File: src/hdl/priority_run_queue_table_macros.svh
// ----------------------------------------------------------------------------
// Priority run queue table assertion macros
// Shared assertion forms, clocked on clk and disabled during rst.
// ----------------------------------------------------------------------------
`ifndef PRIORITY_RUN_QUEUE_TABLE_MACROS_SVH
`define PRIORITY_RUN_QUEUE_TABLE_MACROS_SVH

// The consequent holds in the same cycle as the antecedent.
`define PRQT_ASSERT_IMP(label, ante, cons, msg) \
  label: assert property (@(posedge clk) disable iff (rst) (ante) |-> (cons)) \
    else $error(msg);

// The consequent holds in the cycle after the antecedent.
`define PRQT_ASSERT_NEXT(label, ante, cons, msg) \
  label: assert property (@(posedge clk) disable iff (rst) (ante) |=> (cons)) \
    else $error(msg);

`endif

File: src/hdl/prqt_pkg.sv
// ----------------------------------------------------------------------------
// Priority run queue table package
// Shared types, codes and constants of the process table.
// ----------------------------------------------------------------------------
package prqt_pkg;

  localparam int DEFAULT_TABLE_DEPTH = 64;

  typedef enum logic [1:0] {
    ACT_APPEND = 2'd0,
    ACT_REMOVE = 2'd1,
    ACT_LOOKUP = 2'd2,
    ACT_SETRUN = 2'd3
  } action_t;

  localparam logic [1:0] ST_DONE      = 2'd0;
  localparam logic [1:0] ST_NOT_FOUND = 2'd1;
  localparam logic [1:0] ST_FULL      = 2'd2;

  localparam logic [15:0] ID_RESERVED_A = 16'd1;
  localparam logic [15:0] ID_RESERVED_B = 16'd2;

  typedef struct packed {
    logic [15:0] id;
    logic [7:0]  prio;
    logic        runnable;
  } slot_t;

  typedef struct packed {
    logic        best_valid;
    logic [15:0] best_id;
    logic [7:0]  best_prio;
    logic        least_valid;
    logic [7:0]  least_prio;
  } min_result_t;

endpackage

File: src/hdl/prqt_min_unit.sv
// ----------------------------------------------------------------------------
// Priority run queue table minimum unit
// Compares one table entry per cycle, while feed is high, against the running best and least.
// ----------------------------------------------------------------------------
module prqt_min_unit (
  input  logic                 clk,
  input  logic                 rst,
  input  logic                 clear,
  input  logic                 feed,
  input  prqt_pkg::slot_t      slot,
  output prqt_pkg::min_result_t result
);
  import prqt_pkg::*;

  min_result_t acc;
  logic        take_best;
  logic        take_least;

  always_comb begin
    take_best  = slot.runnable && (!acc.best_valid || (slot.prio < acc.best_prio));
    take_least = (slot.id != ID_RESERVED_A) && (slot.id != ID_RESERVED_B) &&
                 (!acc.least_valid || (slot.prio < acc.least_prio));
  end

  always_ff @(posedge clk) begin
    if (rst || clear) begin
      acc <= '0;
    end else if (feed) begin
      if (take_best) begin
        acc.best_valid <= 1'b1;
        acc.best_id    <= slot.id;
        acc.best_prio  <= slot.prio;
      end
      if (take_least) begin
        acc.least_valid <= 1'b1;
        acc.least_prio  <= slot.prio;
      end
    end
  end

  assign result = acc;

endmodule

File: src/hdl/priority_run_queue_table.sv
// ----------------------------------------------------------------------------
// Priority run queue table
// Insertion-ordered process table with append, remove, look-up and
// set-runnable actions, reporting the best runnable entry after each one.
// ----------------------------------------------------------------------------
//  Channel | Handshake             | Fields
//  --------+-----------------------+--------------------------------------------
//  req     | req_valid, req_stall  | action, proc_id, prio_in, runnable_in
//  rsp     | rsp_valid, rsp_stall  | status, best_*, least_*, occupancy
//
// All table reads go through one memory read port, one entry per cycle.
// Append writes the new entry unless the table is full and then scans the
// table; look-up and set-runnable search for the match and then scan, and
// remove searches, shifts the later entries down one place and then scans.
// A finished result waits in the output register while a new transaction is
// taken; a stalled output delays only the finish of that next transaction.
// Reset empties the table at once; no clearing pass is needed.
module priority_run_queue_table #(
  parameter int TABLE_DEPTH = prqt_pkg::DEFAULT_TABLE_DEPTH
) (
  input  logic        clk,
  input  logic        rst,
  input  logic        req_valid,
  output logic        req_stall,
  input  logic [1:0]  action,
  input  logic [15:0] proc_id,
  input  logic [7:0]  prio_in,
  input  logic        runnable_in,
  output logic        rsp_valid,
  input  logic        rsp_stall,
  output logic [1:0]  status,
  output logic        best_valid,
  output logic [15:0] best_id,
  output logic [7:0]  best_prio,
  output logic        least_valid,
  output logic [7:0]  least_prio,
  output logic [6:0]  occupancy
);
  import prqt_pkg::*;
  `include "priority_run_queue_table_macros.svh"

  localparam int AW = (TABLE_DEPTH > 1) ? $clog2(TABLE_DEPTH) : 1;
  localparam int CW = $clog2(TABLE_DEPTH + 1);

  typedef enum logic [3:0] {
    S_IDLE  = 4'b0001,
    S_FIND  = 4'b0010,
    S_SHIFT = 4'b0100,
    S_SCAN  = 4'b1000
  } state_t;

  state_t      state;
  action_t     act;
  logic [15:0] key_id;
  logic        key_run;
  logic [1:0]  result_status;
  logic [CW-1:0] fill;
  logic [CW-1:0] idx;
  logic          pend;
  logic [AW-1:0] pend_idx;

  slot_t mem [TABLE_DEPTH];
  slot_t rd_data;
  slot_t wr_data;
  logic  [AW-1:0] wr_addr;
  logic  wr_en;

  logic req_take;
  logic full;
  logic issue;
  logic hit;
  logic scan_done;
  logic load;
  min_result_t min_res;

  always_comb begin
    req_take  = req_valid && !req_stall;
    full      = (fill == CW'(TABLE_DEPTH));
    issue     = (state inside {S_FIND, S_SHIFT, S_SCAN}) && (idx < fill);
    hit       = (state == S_FIND) && pend && (rd_data.id == key_id);
    scan_done = (state == S_SCAN) && !issue && !pend;
    load      = scan_done && !(rsp_valid && rsp_stall);

    wr_en   = 1'b0;
    wr_addr = fill[AW-1:0];
    wr_data = '{id: proc_id, prio: prio_in, runnable: runnable_in};
    if (req_take && (action_t'(action) == ACT_APPEND) && !full) begin
      wr_en = 1'b1;
    end else if (hit && (act == ACT_SETRUN)) begin
      wr_en   = 1'b1;
      wr_addr = pend_idx;
      wr_data = '{id: rd_data.id, prio: rd_data.prio, runnable: key_run};
    end else if ((state == S_SHIFT) && pend) begin
      wr_en   = 1'b1;
      wr_addr = pend_idx - AW'(1);
      wr_data = rd_data;
    end
  end

  assign req_stall = (state != S_IDLE);

  always_ff @(posedge clk) begin
    if (wr_en) begin
      mem[wr_addr] <= wr_data;
    end
    rd_data <= mem[idx[AW-1:0]];
  end

  always_ff @(posedge clk) begin
    if (rst) begin
      state     <= S_IDLE;
      fill      <= '0;
      pend      <= 1'b0;
      idx       <= '0;
      rsp_valid <= 1'b0;
    end else begin
      if (load) begin
        rsp_valid <= 1'b1;
      end else if (!rsp_stall) begin
        rsp_valid <= 1'b0;
      end

      case (state)
        S_IDLE: begin
          pend <= 1'b0;
          if (req_take) begin
            act           <= action_t'(action);
            key_id        <= proc_id;
            key_run       <= runnable_in;
            idx           <= '0;
            result_status <= ST_DONE;
            if (action_t'(action) == ACT_APPEND) begin
              if (full) begin
                result_status <= ST_FULL;
              end else begin
                fill <= fill + CW'(1);
              end
              state <= S_SCAN;
            end else begin
              state <= S_FIND;
            end
          end
        end
        S_FIND: begin
          if (hit) begin
            pend <= 1'b0;
            if (act == ACT_REMOVE) begin
              idx   <= CW'(pend_idx) + CW'(1);
              state <= S_SHIFT;
            end else begin
              idx   <= '0;
              state <= S_SCAN;
            end
          end else if (!issue && !pend) begin
            result_status <= ST_NOT_FOUND;
            idx           <= '0;
            state         <= S_SCAN;
          end else begin
            pend <= issue;
            if (issue) begin
              idx      <= idx + CW'(1);
              pend_idx <= idx[AW-1:0];
            end
          end
        end
        S_SHIFT: begin
          if (!issue && !pend) begin
            fill  <= fill - CW'(1);
            idx   <= '0;
            state <= S_SCAN;
          end else begin
            pend <= issue;
            if (issue) begin
              idx      <= idx + CW'(1);
              pend_idx <= idx[AW-1:0];
            end
          end
        end
        S_SCAN: begin
          if (load) begin
            state <= S_IDLE;
          end else begin
            pend <= issue;
            if (issue) begin
              idx      <= idx + CW'(1);
              pend_idx <= idx[AW-1:0];
            end
          end
        end
        default: begin
          state <= S_IDLE;
        end
      endcase
    end
  end

  prqt_min_unit u_min (
    .clk    (clk),
    .rst    (rst),
    .clear  (req_take),
    .feed   ((state == S_SCAN) && pend),
    .slot   (rd_data),
    .result (min_res)
  );

  always_ff @(posedge clk) begin
    if (load) begin
      status      <= result_status;
      best_valid  <= min_res.best_valid;
      best_id     <= min_res.best_id;
      best_prio   <= min_res.best_prio;
      least_valid <= min_res.least_valid;
      least_prio  <= min_res.least_prio;
      occupancy   <= 7'(fill);
    end
  end

  `PRQT_ASSERT_IMP(a_fill_bound, 1'b1, fill <= CW'(TABLE_DEPTH), "Fill count exceeds table depth.")
  `PRQT_ASSERT_NEXT(a_busy_after_take, req_take, state != S_IDLE, "Idle right after a transaction.")
  `PRQT_ASSERT_IMP(a_hit_in_range, hit, CW'(pend_idx) < fill, "Match found beyond the fill count.")
  `PRQT_ASSERT_IMP(a_shift_nonempty, state == S_SHIFT, fill != '0, "Remove shift on an empty table.")

endmodule
File: config.mk
export PLATFORM = sky130hd
export DESIGN_NAME = priority_run_queue_table
export DESIGN_NICKNAME = d
export VERILOG_FILES = /design/src/hdl/prqt_pkg.sv /design/src/hdl/prqt_min_unit.sv /design/src/hdl/priority_run_queue_table.sv
export VERILOG_INCLUDE_DIRS = /design/src /design/src/hdl
export SDC_FILE = /design/constraint.sdc
export NUM_CORES = 2
export LEC_CHECK = 0
export BUFFER_PORTS_ARGS = -buffer_cell sky130_fd_sc_hd__buf_2
export CORE_ASPECT_RATIO = 1.5
export CORE_MARGIN = 3
export CORE_UTILIZATION = 41
export CTS_CLUSTER_SIZE = 28
export DETAILED_ROUTE_END_ITERATION = 8
export PLACE_DENSITY = 0.53
export SYNTH_ARGS = -nofsm -noshare
export SYNTH_HDL_FRONTEND = slang
export SYNTH_SLANG_ARGS = --single-unit
File: constraint.sdc
create_clock -name clk -period 6.7 [get_ports clk]
set_input_delay 0.67 -clock clk [delete_from_list [all_inputs] [get_ports clk]]
set_output_delay 0.67 -clock clk [all_outputs]
set_load 0.02 [all_outputs]
==> run summary <==
For this run, design rule violations remaining after detail routing come to 0. Hold timing on the final database bottoms out at a slack of 0.07767 ns. TritonCTS built the clock tree. The relative slew slack was 0.1503. The path class of the tightest hold or removal check is input port to flip-flop.

The share of flip-flops with an asynchronous set or reset after synthesis was 0; the max-slew violation count was 0. The tree is rooted in a sky130_fd_sc_hd__clkbuf_16. Setup violations remaining at the end of the flow were counted as 0.

Buffers placed on the I/O ports in this run total 75. Across the VDD grid, the largest voltage drop is 0.0002843 V. The timing-limited maximum frequency was 204.5 MHz; the average instance area after synthesis was 22.53 sq um. The end of the worst register-to-register path was mem[39][11]. In this run the cell area measured after placement is 71,070 sq um. The tools report the TritonCTS sink count as 1,749. The final clock period utilization by the worst path works out to 0.7299. The starting density of the core is 0.4126, and the shortest clock period the worst path allows after layout is 4.890 ns.

The destination of the worst hold path is key_id[10]. The run gives 0.7647 as the sequential element share of the synthesized area. By area the synthesized netlist is led by sky130_fd_sc_hd__edfxtp_1 74%, sky130_fd_sc_hd__mux4_2 17%, sky130_fd_sc_hd__dfxtp_1 2.3%. Summed over all layers, the global routing overflow is 0. Clock latency on the worst-skew pair, taken at its later pin, is 0.80 ns.

From synthesis to final layout, the design area changed by 12.95%. The critical path in this run is classified as flip-flop to flip-flop. The die covers 170,000 sq um. The logs give 0.8436 for the weighted congestion reported at the end of routability-driven placement and 242,900 um for the wire length of the first global-routing pass. The power density normalized to cell area is 285.7 nW/um^2.

The buffer count from post-CTS setup fixing is 0, and the final hold violation count is 0. The startpoint of the worst hold path was proc_id[10]. On the final layout, the worst clock skew is 0.02616 ns. After routing the design area is 76,410 sq um. The run gives 0.4660 as the final cell utilization of the core. The region available for standard cell placement spans 164,000 sq um.

The share of layout cells above drive strength 1 was 0.3027. The analysis attributes to cell leakage a power of 22.49 nW. The worst register-to-register path begins at state[0].

The horizontal extent of the die was 337.7 um; the total of fill cells in the finished design was 13,402. After legalization and detailed placement, the total HPWL measured 104,700 um. The floorplan die height is 503.5 um. The run gives 7.10 ns as the required arrival time at the worst endpoint. Synthesis produced a netlist with a net count of 3,062. For this run, the number of standard cells in the final layout without fillers is 5,399. The number of antenna violations at the first check in global routing was 9; the combined global-route utilization of all metal layers was 0.2022. The Yosys step of the flow raised 0 warnings. The worst-case reg-to-reg path depth came out at 7. The post-placement cell count was 5,079; the share of the synthesized area in the top cell type was 0.7413. The tools report the number of levels in the clock H-tree as 4. No sink is reached through more buffers than the 3 on the longest clock path. The count of mapped cells out of synthesis came out at 3,002.

In the final timing run, aggregate negative setup slack is 0 ns. Post-synthesis register bit count: 1,749. The tools report the element type at the critical path end as a flip-flop. The number of search-and-repair iterations in the first detailed-routing pass was 6.

Entering global routing, the biggest net connects 99 pins. The kind of start point of the critical path was a flip-flop. The run gives 0 as the number of violations of the max-capacitance limit. The slew at the pin closest to its max-slew limit was 1.275 ns. The leading register cell type out of synthesis is sky130_fd_sc_hd__edfxtp_1. The number of flops mapped to enable cells by yosys was 1,670. The floorplan has 182 rows.

The mean number of vias per cell was 5.746; the final antenna-violating net count was 0. The first routing iteration left 3,113 violations. The netlist area before placement came out at 67,650 sq um. The tools report the number of clock buffers inserted by TritonCTS as 163. The number of distinct library cells after synthesis was 71; the cell depth of the worst min-delay path was 1. Of all nets on the critical path, the largest fanout is 25. For the minimum setup slack among reg-to-reg paths, the log shows 1.81 ns. The run gives 31,022 as the via count. The commonest cells after synthesis are 1,670 x sky130_fd_sc_hd__edfxtp_1, 500 x sky130_fd_sc_hd__mux4_2, 108 x sky130_fd_sc_hd__nand2_1. In the final design database the tool counted 3,198 nets. Wires add up to 169,400 um.

After clock tree synthesis, the clock-pin slew on the worst setup and hold paths is 0.07 ns. The via count of the first global-routing pass is 31,919. The flow ran to the end, and the final reports show no timing, DRC or antenna violations. The tools report the arrival time of data at the critical path endpoint as 5.29 ns. In the final routed layout, each cell accounts on average for 31.37 um. The largest total area in the synthesized netlist belongs to sky130_fd_sc_hd__edfxtp_1.

Number of ports placed on the die boundary: 76. Cell with the most instances after synthesis: sky130_fd_sc_hd__edfxtp_1. Setup repair after global routing left no endpoint under its margin.
-- stage by stage --
| stage | setup WS, ns | total power, mW |
|---|---|---|
| CTS | 1.901 | 22.04 |
| finish | 1.810 | 21.83 |
| global placement | 2.090 | 12.92 |
| detailed placement | 1.952 | 12.94 |
| floorplan | 1.892 | 12.62 |
| global route | 1.647 | 22.49 |
-- routing by layer --
layer | vias to the layer above | global-route usage | part of all wire
li1 | 12931 | - | -
met1 | 16830 | 0.2719 | 0.41
met2 | 1031 | 0.3353 | 0.50
met3 | 230 | 0.03000 | 0.049
met4 | 0 | 0.07722 | 0.041
met5 | - | 0 | 0
-- state kept, by name (all words and copies together), names as in the netlist --
signal,flops
best_prio,8
best_valid,1
status,2
occupancy,7
least_valid,1
rd_data,25
best_id,16
key_run,1
idx,7
least_prio,8
rsp_valid,1
u_min.result,34
key_id,16
pend_idx,6
act,2
fill,7
pend,1
result_status,2
mem,1600
state,4
-- area by class of cell --
class	instances	area [sq um]	area share
flip-flops and latches	1749	51750	0.6773
multi-input cells	1069	15790	0.2067
clock buffers	199	4297	0.05623
well taps	2116	2648	0.03465
clock inverters	102	914.6	0.01197
repair buffers	117	840.8	0.01100
inverters	38	142.6	0.001867
diodes	9	22.52	0.0002948
-- logic make-up (layout without fill, tap and decap cells) --
| family | Yosys count | in the layout | synth area share |
|---|---|---|---|
| muxes | 612 | 612 | 0.1840 |
| buffers and inverters | 184 | 456 | 0.01056 |
| other | 0 | 9 | 0 |
| DFF | 1749 | 1749 | 0.7647 |
| adders and majority gates | 29 | 29 | 0.005475 |
| AOI/OAI and AO/OA | 121 | 121 | 0.01211 |
| xor gates and xnor gates | 27 | 27 | 0.003496 |
| and+or+nand+nor | 280 | 280 | 0.01972 |
-- how the worst max path moves through the flow --
| stage | start | end | slack, ns | depth (start not counted) |
|---|---|---|---|---|
| 5_1_grt | state[0] | mem[23][9] | 1.65 | 7 |
| 3_3_place_gp | state[0] | mem[31][11] | 2.09 | 7 |
| 4_1_cts | state[0] | mem[23][9] | 1.90 | 7 |
| 3_5_place_dp | state[0] | mem[23][22] | 1.95 | 7 |
| 6_report | state[0] | mem[39][11] | 1.81 | 7 |
| 2_1_floorplan | state[2] | mem[0][0] | 1.89 | 7 |
-- repair_timing --
item                                   in CTS  in global routing
hold buffers                               10                  0
endpoints found under the hold margin      10                  0
resized for setup                           0                  0
-- power by group --
group	total, mW	internal [mW]	switching [mW]
clock network	9.13	5.12	4.01
logic	0.640	0.169	0.471
registers	12.1	12.0	0.0452
-- worst max-delay path, stage by stage (launching register included) --
cell and delay (ns):
sky130_fd_sc_hd__dfxtp_1 0.49, sky130_fd_sc_hd__nor4b_1 0.92, sky130_fd_sc_hd__o2111ai_1 0.56, sky130_fd_sc_hd__o22ai_1 0.36, sky130_fd_sc_hd__nand2b_1 0.18, sky130_fd_sc_hd__a32o_1 0.22, sky130_fd_sc_hd__nand2_1 0.73, sky130_fd_sc_hd__nor2_4 1.01
-- layout by cell type (no fill, tap or decap), types with 6 or more instances in the layout --
master | netlist | layout
sky130_fd_sc_hd__edfxtp_1 | 1670 | 1670
sky130_fd_sc_hd__mux4_2 | 500 | 500
sky130_fd_sc_hd__clkbuf_16 | 0 | 165
sky130_fd_sc_hd__nand2_1 | 108 | 108
sky130_fd_sc_hd__buf_2 | 7 | 75
sky130_fd_sc_hd__dfxtp_1 | 79 | 73
sky130_fd_sc_hd__nor2_4 | 0 | 65
sky130_fd_sc_hd__mux2i_1 | 62 | 62
sky130_fd_sc_hd__inv_1 | 36 | 36
sky130_fd_sc_hd__o21ai_0 | 36 | 35
sky130_fd_sc_hd__clkinv_2 | 0 | 35
sky130_fd_sc_hd__clkinv_1 | 0 | 34
sky130_fd_sc_hd__mux2_2 | 50 | 33
sky130_fd_sc_hd__clkbuf_1 | 105 | 30
sky130_fd_sc_hd__nor2_1 | 93 | 28
sky130_fd_sc_hd__ha_1 | 28 | 28
sky130_fd_sc_hd__buf_4 | 0 | 22
sky130_fd_sc_hd__a21oi_1 | 21 | 20
sky130_fd_sc_hd__mux2_4 | 0 | 17
sky130_fd_sc_hd__xor2_1 | 15 | 15
sky130_fd_sc_hd__bufinv_16 | 0 | 14
sky130_fd_sc_hd__xnor2_1 | 12 | 12
sky130_fd_sc_hd__a21o_1 | 11 | 11
sky130_fd_sc_hd__nand3_1 | 11 | 11
sky130_fd_sc_hd__nand4_1 | 10 | 10
sky130_fd_sc_hd__dlygate4sd3_1 | 0 | 10
sky130_fd_sc_hd__buf_12 | 0 | 10
sky130_fd_sc_hd__diode_2 | 0 | 9
sky130_fd_sc_hd__inv_6 | 0 | 9
sky130_fd_sc_hd__nor4_1 | 7 | 7
sky130_fd_sc_hd__nand3_2 | 7 | 7
sky130_fd_sc_hd__nand2b_1 | 6 | 6
sky130_fd_sc_hd__nor3_1 | 6 | 6
sky130_fd_sc_hd__o211ai_1 | 6 | 6
No activity file was read; power rests on OpenSTA's default activity.
